[src/design/pmst_ram.sv]
// Simple dual-port synchronous RAM, one write and one registered read port.
// Used for the adjacency matrix and the per-vertex best-edge table.
// No package dependencies.
module pmst_ram #(
	parameter int DEPTH = 16,
	parameter int WIDTH = 16,
	localparam int AW = (DEPTH > 1) ? $clog2(DEPTH) : 1
) (
	input  logic             clk,
	input  logic             we,
	input  logic [AW-1:0]    waddr,
	input  logic [WIDTH-1:0] wdata,
	input  logic [AW-1:0]    raddr,
	output logic [WIDTH-1:0] rdata
);

	logic [WIDTH-1:0] mem_q [DEPTH];

	// Write port
	always_ff @(posedge clk) begin
		if (we) begin
			mem_q[waddr] <= wdata;
		end
	end

	// Registered read port
	always_ff @(posedge clk) begin
		rdata <= mem_q[raddr];
	end

endmodule

[config.mk]
export PLATFORM = sky130hd
export DESIGN_NAME = pmst_ram
export DESIGN_NICKNAME = d
export VERILOG_FILES = /design/src/design/pmst_ram.sv
export SDC_FILE = /design/constraint.sdc
export NUM_CORES = 1
export LEC_CHECK = 0
export ABC_AREA = 1
export BUFFER_PORTS_ARGS = -buffer_cell sky130_fd_sc_hd__buf_2
export CAP_MARGIN = 30
export CELL_PAD_IN_SITES_DETAIL_PLACEMENT = 1
export CELL_PAD_IN_SITES_GLOBAL_PLACEMENT = 2
export CORE_ASPECT_RATIO = 1.2
export CORE_MARGIN = 5
export CORE_UTILIZATION = 41
export CTS_CLUSTER_DIAMETER = 100
export DETAILED_ROUTE_END_ITERATION = 8
export PLACE_DENSITY_LB_ADDON = 0.3
export SYNTH_ARGS = -nofsm -noshare
export SYNTH_HDL_FRONTEND = slang
export SYNTH_SLANG_ARGS = --single-unit
[constraint.sdc]
create_clock -name clk -period 2.13 [get_ports clk]
set_input_delay 0.426 -clock clk [delete_from_list [all_inputs] [get_ports clk]]
set_output_delay 0.426 -clock clk [all_outputs]
set_load 0.02 [all_outputs]
==> metrics.csv <==
metric;value;unit
drt drc;0;
clock latency on the worst-skew pair;0.54;ns
RR Startpoint;mem_q[9][13];
HP Class;input port to register;
setup total negative slack;0;ns
first-pass GRT wire length;46300;µm
Worst path max stage delay;0.41;ns
vias in the first global route;8028;
R2R cell count;6;
placed cell count;1436;
Seq cells post-synth;272;
fin. max-slew vios;0;
Area growth, synth to finish;14.6;%
syn nets;1100;
Critical-path top delay cell;dfxtp_1;
commonest non-fill, non-tap cells in the layout;341 x nand2_1, 256 x edfxtp_1, 196 x inv_1;
via count;7472;
Root Driver;clkbuf_16;
post-synthesis cell count;1074;
Final setup viols;0;
largest net degree at the start of global routing;77;
DP HPWL;17100;µm
Syn Area/Cell;10.6;µm²
clock buffer depth;3;
clk sinks;272;
CP Cell Sequence;buf_2;
relative slew slack;67.1;%
Setup crit start;rdata[2];
initial cell density of the core;41.8;%
die height;193;µm
Crit. End Element;output port;
drt pass-1 iters;5;
R2R Path End;rdata[13];
Setup Skew;0.0113;ns
Layout Nets;1152;
initial antenna violation count;2;
FF/Latch Area;8010;µm²
n_diodes;0;
PD cells;887;nW/µm²
grt met3 use;2.20;%
Peak VDD IR;0.000651;V
Worst path depth;1;
Post-Syn Area;11400;µm²
share of layout cells above drive strength 1;11.5;%
DRT iter0 DRCs;417;
crit path buf inv count;1;
number of buffers created by CTS;28;
grt ovf;0;
WS Path Type;register to output port;
final hold vios;0;
dpl ws;0.441;ns
clk slew on worst S/H paths;0.06;ns
CTS tree;built;
# IOs;42;
cts hold-fix bufs;0;
Detailed Route WL;29800;µm
Max Fclk;640;MHz
Worst Max-Slew Pin Slew;0.493;ns
distinct cell type count after synthesis;13;
GR Util met2;36.6;%
gr usage total;19.5;%
arrival time at the worst endpoint;1.14;ns
CP required;1.70;ns
met1 Usage GRT;24.1;%
Cell Rows;66;
Ys Warns;0;
minimum clock period;1.56;ns
number of port buffers;41;
post-route ant nets;0;
core area;27300;µm²
sequential share of the synthesized area;70.4;%
Crit path max-delay family;flip-flops;
vias per inst;5.02;
fin worst setup slack;0.568;ns
unrepaired setup endpoints after global routing;no;
Multi-input gate area;2360;µm²
post-cts sizing count;0;
Setup crit end;rdata[2];
setup bufs post-CTS;0;
Startpoint Class;register;
leakage;5.59;nW
gr busiest metal;met2;
Non-Filler Instances;1488;
die footprint;31200;µm²
Die Wd;162;µm
average wire per standard cell;20.0;µm
most common cell after layout, fill and taps aside;nand2_1;
H-tree Lvls;1;
Fill cells;2976;
reg2reg setup slack;1.12;ns
routability cong.;0.727;
outcome;finished, final reports clean;
period utilization;73.3;%
worst-path maximum fanout;1;
max-cap viol count;0;
==> flip-flops by register name, indices dropped and copies added (netlist names) <==
name	count
mem_q	256
rdata	16
==> logic make-up (layout without fill, tap and decap cells) <==
family | count (synthesis) | count (layout) | share of synthesized area, %
buffers and inverters | 249 | 323 | 9.21
DFF | 272 | 272 | 70.4
and+or+nand+nor | 553 | 553 | 20.4
==> stage by stage <==
| stage | hold WS, ns | area [µm²] | total power (W) | utilization [%] |
|---|---|---|---|---|
| finish | 0.279 | 13000 | 0.0116 | 47.9 |
| CTS | 0.254 | 13000 | 0.0117 | 47.9 |
| global route | 0.268 | 13000 | 0.0120 | 47.9 |
| floorplan | 0.525 | 11400 | 0.00657 | - |
| detailed placement | 0.656 | 12100 | 0.00692 | 44.6 |
| global placement | 0.645 | 12100 | 0.00690 | 44.6 |
==> synth_stat cells (all sizes together) <==
master / count / area share [%]
edfxtp: 256 / 68
inv: 198 / 6.5
dfxtp: 16 / 2.8
nor2: 17 / 0.56
buf: 41 / 2.4
nand3b: 2 / 0.13
clkbuf: 10 / 0.33
nand3: 193 / 8.5
nand2: 341 / 11
==> metal layers <==
| metal | share of wire (%) | up-vias |
|---|---|---|
| li1 | - | 3559 |
| met1 | 42 | 3759 |
| met2 | 52 | 105 |
| met3 | 3.2 | 45 |
| met4 | 2.1 | 4 |
| met5 | 0.074 | - |
==> report_power, final <==
group / internal [W] / total (W) / switching [W]
registers: 0.00598 / 0.00602 / 0.0000388
clock network: 0.00281 / 0.00478 / 0.00197
logic: 0.000222 / 0.000774 / 0.000552
total: 0.00902 / 0.0116 / 0.00256
==> area by class of cell <==
type,count,area share (%)
flip-flops and latches,272,61.4
clock buffers,36,5.99
multi-input cells,553,18.1
clock inverters,16,0.930
well taps,340,3.26
inverters,198,5.72
repair buffers,73,4.58
==> how the worst min path moves through the flow <==
stage                            start            to  slack [ns]  cells past startpoint
after floorplan               wdata[0]   mem_q[0][0]        0.52                      0
after global placement    mem_q[10][4]      rdata[4]        0.64                      6
after detailed placement   mem_q[6][2]      rdata[2]        0.66                      6
after CTS                     wdata[6]   mem_q[3][6]        0.25                      1
after global routing          wdata[7]   mem_q[0][7]        0.27                      1
final                        wdata[10]  mem_q[2][10]        0.28                      1
(Power assumes the default switching activity.)
