<file path="config.mk">
export PLATFORM = sky130hd
export DESIGN_NAME = pmst_seq
export DESIGN_NICKNAME = d
export VERILOG_FILES = /design/src/design/pmst_pkg.sv /design/src/design/pmst_seq.sv
export SDC_FILE = /design/constraint.sdc
export NUM_CORES = 1
export LEC_CHECK = 0
export ABC_AREA = 1
export ABC_CLOCK_PERIOD_IN_PS = 4950
export BUFFER_PORTS_ARGS = -buffer_cell sky130_fd_sc_hd__buf_2
export CORE_MARGIN = 2
export CORE_UTILIZATION = 55
export CTS_CLUSTER_SIZE = 24
export DETAILED_ROUTE_END_ITERATION = 12
export PLACE_DENSITY = 0.81
export SLEW_MARGIN = 20
export SYNTH_ARGS = -nofsm -noshare
export SYNTH_HDL_FRONTEND = slang
export SYNTH_SLANG_ARGS = --single-unit
</file>
<file path="constraint.sdc">
create_clock -name clk -period 4.95 [get_ports clk]
set_input_delay 0 -clock clk [delete_from_list [all_inputs] [get_ports clk]]
set_output_delay 0 -clock clk [all_outputs]
set_load 0.05 [all_outputs]
</file>
<file path="src/design/pmst_pkg.sv">
// Shared types and constants for the Prim spanning tree core.
// Item structs, request and status codes, and the sequencer state type.
// No dependencies.
package pmst_pkg;

	// Parameter defaults
	localparam int DEF_MAX_VERTICES = 16;
	localparam int DEF_WEIGHT_BITS  = 16;

	// Fixed field widths of the item beats
	localparam int VERTEX_BITS  = 4;
	localparam int EDGE_BITS    = 16;
	localparam int SUM_BITS     = 20;
	localparam int CFG_BITS     = 5;

	localparam logic [CFG_BITS-1:0] CFG_RESET = CFG_BITS'(16);
	localparam logic [SUM_BITS-1:0] SUM_MAX   = '1;

	// Request and status codes
	localparam logic REQ_LOAD            = 1'b0;
	localparam logic REQ_START           = 1'b1;
	localparam logic STATUS_EDGE         = 1'b0;
	localparam logic STATUS_DISCONNECTED = 1'b1;

	typedef struct packed {
		logic                   req_type;
		logic [VERTEX_BITS-1:0] vertex_a;
		logic [VERTEX_BITS-1:0] vertex_b;
		logic [EDGE_BITS-1:0]   edge_weight;
	} pmst_req_t;

	typedef struct packed {
		logic [VERTEX_BITS-1:0] tree_parent;
		logic [VERTEX_BITS-1:0] tree_vertex;
		logic [EDGE_BITS-1:0]   tree_edge_weight;
		logic [SUM_BITS-1:0]    total_weight;
		logic                   status;
		logic                   last;
	} pmst_rsp_t;

	typedef enum logic [1:0] {
		ST_CLEAR,
		ST_IDLE,
		ST_SCAN,
		ST_EMIT
	} pmst_state_t;

endpackage

</file>
<file path="src/design/pmst_seq.sv">
// Run sequencer: matrix clearing pass, edge loads, relax and minimum scan, result beats.
// Depends on pmst_pkg; drives the ports of two pmst_ram instances in the top level.
module pmst_seq import pmst_pkg::*; #(
	parameter int MAX_VERTICES = DEF_MAX_VERTICES,
	parameter int WEIGHT_BITS  = DEF_WEIGHT_BITS,
	localparam int VW = $clog2(MAX_VERTICES),
	localparam int CW = $clog2(MAX_VERTICES + 1),
	localparam int AW = $clog2(MAX_VERTICES * MAX_VERTICES),
	localparam int BW = WEIGHT_BITS + VW
) (
	input  logic                   clk,
	input  logic                   arst_n,
	input  logic [CW-1:0]          n_eff,
	input  pmst_req_t              req,
	input  logic                   req_take,
	output logic                   idle,
	output logic                   res_valid,
	output pmst_rsp_t              res,
	input  logic                   res_ready,
	output logic                   adj_we,
	output logic [AW-1:0]          adj_waddr,
	output logic [WEIGHT_BITS-1:0] adj_wdata,
	output logic [AW-1:0]          adj_raddr,
	input  logic [WEIGHT_BITS-1:0] adj_rdata,
	output logic                   best_we,
	output logic [VW-1:0]          best_waddr,
	output logic [BW-1:0]          best_wdata,
	output logic [VW-1:0]          best_raddr,
	input  logic [BW-1:0]          best_rdata
);

	localparam int SW = ((WEIGHT_BITS > SUM_BITS) ? WEIGHT_BITS : SUM_BITS) + 1;
	localparam logic [AW-1:0] CLR_LAST = AW'(MAX_VERTICES * MAX_VERTICES - 1);

	// Symmetric matrix: keep only the cell with the lower index as row
	function automatic logic [AW-1:0] cell_addr(input logic [VW-1:0] x,
		input logic [VW-1:0] y);
		logic [VW-1:0] lo;
		logic [VW-1:0] hi;
		lo = (x < y) ? x : y;
		hi = (x < y) ? y : x;
		return AW'(lo) * AW'(MAX_VERTICES) + AW'(hi);
	endfunction

	pmst_state_t state_q, state_d;

	logic [AW-1:0]           clr_q;
	logic [CW-1:0]           n_q;
	logic [VW-1:0]           cur_q;
	logic [CW-1:0]           step_q;
	logic [CW-1:0]           idx_q;
	logic [MAX_VERTICES-1:0] in_tree_q;
	logic [MAX_VERTICES-1:0] valid_q;
	logic [SUM_BITS-1:0]     sum_q;
	logic                    vld_s1;
	logic [VW-1:0]           idx_s1;
	logic                    found_q;
	logic [WEIGHT_BITS-1:0]  minw_q;
	logic [VW-1:0]           minp_q;
	logic [VW-1:0]           sel_q;

	logic                   load_ok, start, issue, scan_done, final_step;
	logic                   outside, upd, cand, better;
	logic [WEIGHT_BITS-1:0] best_w, new_w;
	logic [VW-1:0]          best_p, new_p;
	logic [SW-1:0]          sum_ext;
	logic [SUM_BITS-1:0]    sum_new;

	// Decode the accepted beat
	assign load_ok = req_take && (req.req_type == REQ_LOAD)
		&& (int'(req.vertex_a) < MAX_VERTICES) && (int'(req.vertex_b) < MAX_VERTICES);
	assign start   = req_take && (req.req_type == REQ_START);

	// Read issue for the scan of the current vertex row
	assign issue      = (state_q == ST_SCAN) && (idx_q < n_q);
	assign adj_raddr  = cell_addr(cur_q, idx_q[VW-1:0]);
	assign best_raddr = idx_q[VW-1:0];

	// Relax the entry returned by the memories and fold it into the minimum
	assign {best_w, best_p} = best_rdata;
	assign outside = !in_tree_q[idx_s1];
	assign upd     = vld_s1 && (adj_rdata != '0) && outside
		&& (!valid_q[idx_s1] || (adj_rdata < best_w));
	assign new_w   = upd ? adj_rdata : best_w;
	assign new_p   = upd ? cur_q : best_p;
	assign cand    = vld_s1 && outside && (valid_q[idx_s1] || upd);
	assign better  = cand && (!found_q || (new_w < minw_q));
	assign scan_done = vld_s1 && (CW'(idx_s1) == n_q - CW'(1));

	assign best_we    = upd;
	assign best_waddr = idx_s1;
	assign best_wdata = {adj_rdata, cur_q};

	// Matrix write: clearing pass or edge load
	assign adj_we    = (state_q == ST_CLEAR) || load_ok;
	assign adj_waddr = (state_q == ST_CLEAR) ? clr_q
		: cell_addr(VW'(req.vertex_a), VW'(req.vertex_b));
	assign adj_wdata = (state_q == ST_CLEAR) ? '0 : WEIGHT_BITS'(req.edge_weight);

	// Saturating running total
	assign sum_ext    = SW'(sum_q) + SW'(minw_q);
	assign sum_new    = (sum_ext > SW'(SUM_MAX)) ? SUM_MAX : sum_ext[SUM_BITS-1:0];
	assign final_step = (step_q == n_q - CW'(1));

	// State register
	always_ff @(posedge clk or negedge arst_n) begin
		if (!arst_n) begin
			state_q <= ST_CLEAR;
		end else begin
			state_q <= state_d;
		end
	end

	// Next state and result beat
	always_comb begin
		state_d   = state_q;
		idle      = 1'b0;
		res_valid = 1'b0;
		if (found_q) begin
			res.tree_parent      = VERTEX_BITS'(minp_q);
			res.tree_vertex      = VERTEX_BITS'(sel_q);
			res.tree_edge_weight = EDGE_BITS'(minw_q);
			res.total_weight     = sum_new;
			res.status           = STATUS_EDGE;
			res.last             = final_step;
		end else begin
			res.tree_parent      = '0;
			res.tree_vertex      = '0;
			res.tree_edge_weight = '0;
			res.total_weight     = sum_q;
			res.status           = STATUS_DISCONNECTED;
			res.last             = 1'b1;
		end
		case (state_q)
			ST_CLEAR: begin
				if (clr_q == CLR_LAST) begin
					state_d = ST_IDLE;
				end
			end
			ST_IDLE: begin
				idle = 1'b1;
				if (start) begin
					state_d = ST_SCAN;
				end
			end
			ST_SCAN: begin
				if (scan_done) begin
					state_d = ST_EMIT;
				end
			end
			ST_EMIT: begin
				res_valid = 1'b1;
				if (res_ready) begin
					state_d = (!found_q || final_step) ? ST_IDLE : ST_SCAN;
				end
			end
			default: begin
				state_d = ST_IDLE;
			end
		endcase
	end

	// Run control and scan pipeline
	always_ff @(posedge clk or negedge arst_n) begin
		if (!arst_n) begin
			clr_q     <= '0;
			n_q       <= '0;
			cur_q     <= '0;
			step_q    <= '0;
			idx_q     <= '0;
			in_tree_q <= '0;
			valid_q   <= '0;
			sum_q     <= '0;
			vld_s1    <= 1'b0;
			found_q   <= 1'b0;
		end else begin
			if (state_q == ST_CLEAR) begin
				clr_q <= clr_q + AW'(1);
			end
			vld_s1 <= issue;
			if (issue) begin
				idx_q <= idx_q + CW'(1);
			end
			// Seed the tree with vertex zero
			if (start) begin
				n_q       <= n_eff;
				cur_q     <= '0;
				step_q    <= CW'(1);
				idx_q     <= '0;
				in_tree_q <= {{(MAX_VERTICES-1){1'b0}}, 1'b1};
				valid_q   <= '0;
				sum_q     <= '0;
				found_q   <= 1'b0;
			end
			if (upd) begin
				valid_q[idx_s1] <= 1'b1;
			end
			if (better) begin
				found_q <= 1'b1;
			end
			// Advance to the newly added vertex
			if ((state_q == ST_EMIT) && res_ready && found_q) begin
				in_tree_q[sel_q] <= 1'b1;
				cur_q            <= sel_q;
				sum_q            <= sum_new;
				step_q           <= step_q + CW'(1);
				idx_q            <= '0;
				found_q          <= 1'b0;
			end
		end
	end

	// Minimum candidate payload
	always_ff @(posedge clk) begin
		idx_s1 <= idx_q[VW-1:0];
		if (better) begin
			minw_q <= new_w;
			minp_q <= new_p;
			sel_q  <= idx_s1;
		end
	end

endmodule

</file>
==> qor.csv <==
metric,value,unit
Placer Congestion,0.9293,
fmax,235.7,MHz
Syn Nets,1164,
Syn-to-layout area delta,16.92,%
final wirelength,20170,um
slew margin rel.,30.33,%
Initial Util,55.93,%
post-synthesis sequential area ratio,37.21,%
initial antenna violation count,0,
vias per cell,5.259,
Clock transition at path regs,0.08,ns
worst path bufs/invs,3,
Power Total,4.778,mW
largest net degree at the start of global routing,67,
measured slew at the worst slew-check pin,1.044,ns
first-pass GRT wire length,31640,um
worst hold start,best_rdata[15],
First-pass DRT Iterations,5,
RSZ-0062 raised after global routing,no,
Synth area leaders,"dfrtp_1 (27%), nand2_1 (13%), ha_1 (10%)",
Mapped Area,7734,um2
Net Sw Frac,53.65,%
Post-Synthesis Cells,1029,
Seq pwr share,27.3,%
"Warnings, synthesis",0,
row count,43,
Final Skew,0.005708,ns
CP endpoint kind,flop,
most instantiated library cell after synthesis,nand2_1,
fraction of final layout cells sized beyond drive strength 1,18.94,%
Critical path origin,best_waddr[0]$_DFF_P_,
Die Y,122.6,um
maximum clock path buffer count,2,
Post-synth EDFFs,24,
# diodes,0,
vias in the first global route,6497,
Power per Cell Area,528.5,nW/um2
Die ar.,15030,um2
"Largest delay share family, worst path",buffers and inverters,
Setup crit start kind,flop,
die width,122.6,um
"flops & latches, synth",111,
post-synthesis cell type count,49,
Synth top area share,26.86,%
wire per inst,14.69,um
required time of the critical path,5.00,ns
Pins Over Slew Limit,0,
DPL Wire Length,15500,um
number of buffers created by CTS,9,
Sink Count,111,
drt drc,0,
# IOs,180,
Core Box Area,13830,um2
max cap viols,0,
CTS tree,done,
highest-delay cell along the critical path,dfxtp_1,
Async SR Flop Fraction,74.77,%
grt ovf,0,
IO buf count,179,
final-stage net count,1323,
Mean Syn Cell Area,7.516,um2
CP max FO,29,
Root Driver,clkbuf_16,
Clk pwr share,15.6,%
worst-path cell chain,buf_4 > o21ai_1 > nand2_1 > nand2_1 > nand2_1 > nand2_2 > nor3_4 > nand2_4 > inv_1 > o21ai_0 > ha_1 > a21oi_1 > nor2_1 > a211oi_1 > o221a_2 > nand2_1 > a21oi_2 > buf_4,
crit path kind,flop to flop,
Peak VDD IR,0.0003523,V
worst hold path type,input port to flop,
crit-path max cell delay,0.61,ns
sw power,2.564,mW
via count,7220,
final hold violations,0,
WP data arrival,4.30,ns
status,"finished, final reports clean",
CP dominant cell by count,nand2_1,
minimum clock period,4.243,ns
final setup violation count,0,
GR Util All Layers,27.11,%
drt initial violations,604,
Antenna Violating Nets Remaining,0,
largest area contributor in the netlist,dfrtp_1,
clk_lat worst skew,0.36,ns
Leak,4.967,nW
setup TNS,0,ns
worst r2r src,best_waddr[0]$_DFF_P_,
dominant synthesized flop cell,dfrtp_1,
Post-synth top cells,"nand2_1 (260), inv_1 (183), o21ai_0 (104), dfrtp_1 (83), ha_1 (64)",
deepest level of the CTS H-tree,3,
final worst path period share,85.72,%
Int Power,2.215,mW
Logic pwr share,57.1,%
## final timing paths
check                                    endpoint  slack, ns  cells past startpoint
max reg2reg                   minp_q[1]$_DFFE_PP_       0.71                     18
min in group asynchronous    sum_q[6]$_DFFE_PN0P_       0.08                      2
max in group asynchronous     found_q$_DFFE_PN0P_       3.75                      3
min                          minw_q[11]$_DFFE_PP_       0.03                      3
max                           minp_q[1]$_DFFE_PP_       0.71                     18
min reg2reg                in_tree_q[0]$_DFF_PN0_       0.50                      2
## worst reg2reg max path, cell delays in order, from the launching register on
cell      delay (ns)
dfxtp_1         0.61
buf_4           0.28
o21ai_1         0.10
nand2_1         0.06
nand2_1         0.05
nand2_1         0.08
nand2_2         0.08
nor3_4          0.23
nand2_4         0.19
inv_1           0.60
o21ai_0         0.23
ha_1            0.34
a21oi_1         0.13
nor2_1          0.06
a211oi_1        0.17
o221a_2         0.23
nand2_1         0.09
a21oi_2         0.15
buf_4           0.26
## layout make-up
type	count	area, um2
Timing Repair Buffer	201	1094
Clock inverter	6	68.82
Multi-Input combinational cell	680	3852
Clock buffer	10	229.0
Fill cell	1197	4785
Tap cell	180	225.2
Inverter	185	694.4
Sequential cell	111	2879
## sequential cells by signal, summed over array words and instances (netlist names)
signal and flops:
sum_q 20, in_tree_q 16, minw_q 16, valid_q 16, clr_q 8, idx_q 5, n_q 5, step_q 5
best_waddr 4, cur_q 4, minp_q 4, sel_q 4, state_q 2, found_q 1, vld_s1 1
## layer usage
layer  share of wire [%]  up-vias  track usage [%]  wire length (um)
met1                  43     3290            35.26              8651
met2                  48      272            44.24              9619
met5                   0        -                0                 0
met4                 3.1        0            10.99               627
met3                 6.3       42            5.623              1275
li1                    -     3616                -                 -
## through the flow
stage / setup slack (ns) / instance area [um2] / cells / hold WS (ns) / util, %
2_1_floorplan: 0.1487 / 7734 / 1029 / -0.2956 / -
3_3_place_gp: 0.9620 / 8625 / 1345 / -0.06862 / 62.37
3_5_place_dp: 0.8088 / 8625 / 1345 / -0.06466 / 62.37
4_1_cts: 0.7606 / 9042 / 1373 / 0.01442 / 65.40
5_1_grt: 0.3405 / 9042 / 1373 / 0.03130 / 65.40
6_report: 0.7069 / 9042 / 1373 / 0.02569 / 65.40
## placed cells by master (no fill, tap or decap), drive strengths merged, types with 20 or more instances in the layout
cell type  netlist  layout
a21oi           43      43
buf             36     189
dfrtp           83      83
edfxtp          24      24
ha              64      64
inv            184     185
nand2          264     264
nand3           27      27
nor2            61      61
o21ai          115     115
xor2            20      20
## power by group through the flow
| stage | clock network (mW) | logic (mW) | registers, mW |
|---|---|---|---|
| global route | 0.791 | 2.97 | 1.33 |
| CTS | 0.753 | 2.72 | 1.30 |
| global placement | 0 | 2.66 | 1.32 |
| finish | 0.744 | 2.73 | 1.31 |
| detailed placement | 0 | 2.70 | 1.32 |
| floorplan | 0 | 2.13 | 1.29 |
## timing repair
item,CTS,global route
hold buffers,12,0
endpoints found under the hold margin,34,0
buffers inserted,0,0
resized for setup,0,0
## cell families (layout without fill, tap and decap cells)
kind of cell             Yosys count  after routing  synth area share (%)
XOR/XNOR                          31             31                 3.511
AND/OR/NAND/NOR                  374            374                 19.75
adder cells (fa/ha/maj)           65             65                 10.61
AO/OA/AOI/OAI                    210            210                 15.86
buffers and inverters            238            402                 13.06
flip-flops                       111            111                 37.21
No activity file was read; power rests on OpenSTA's default activity.
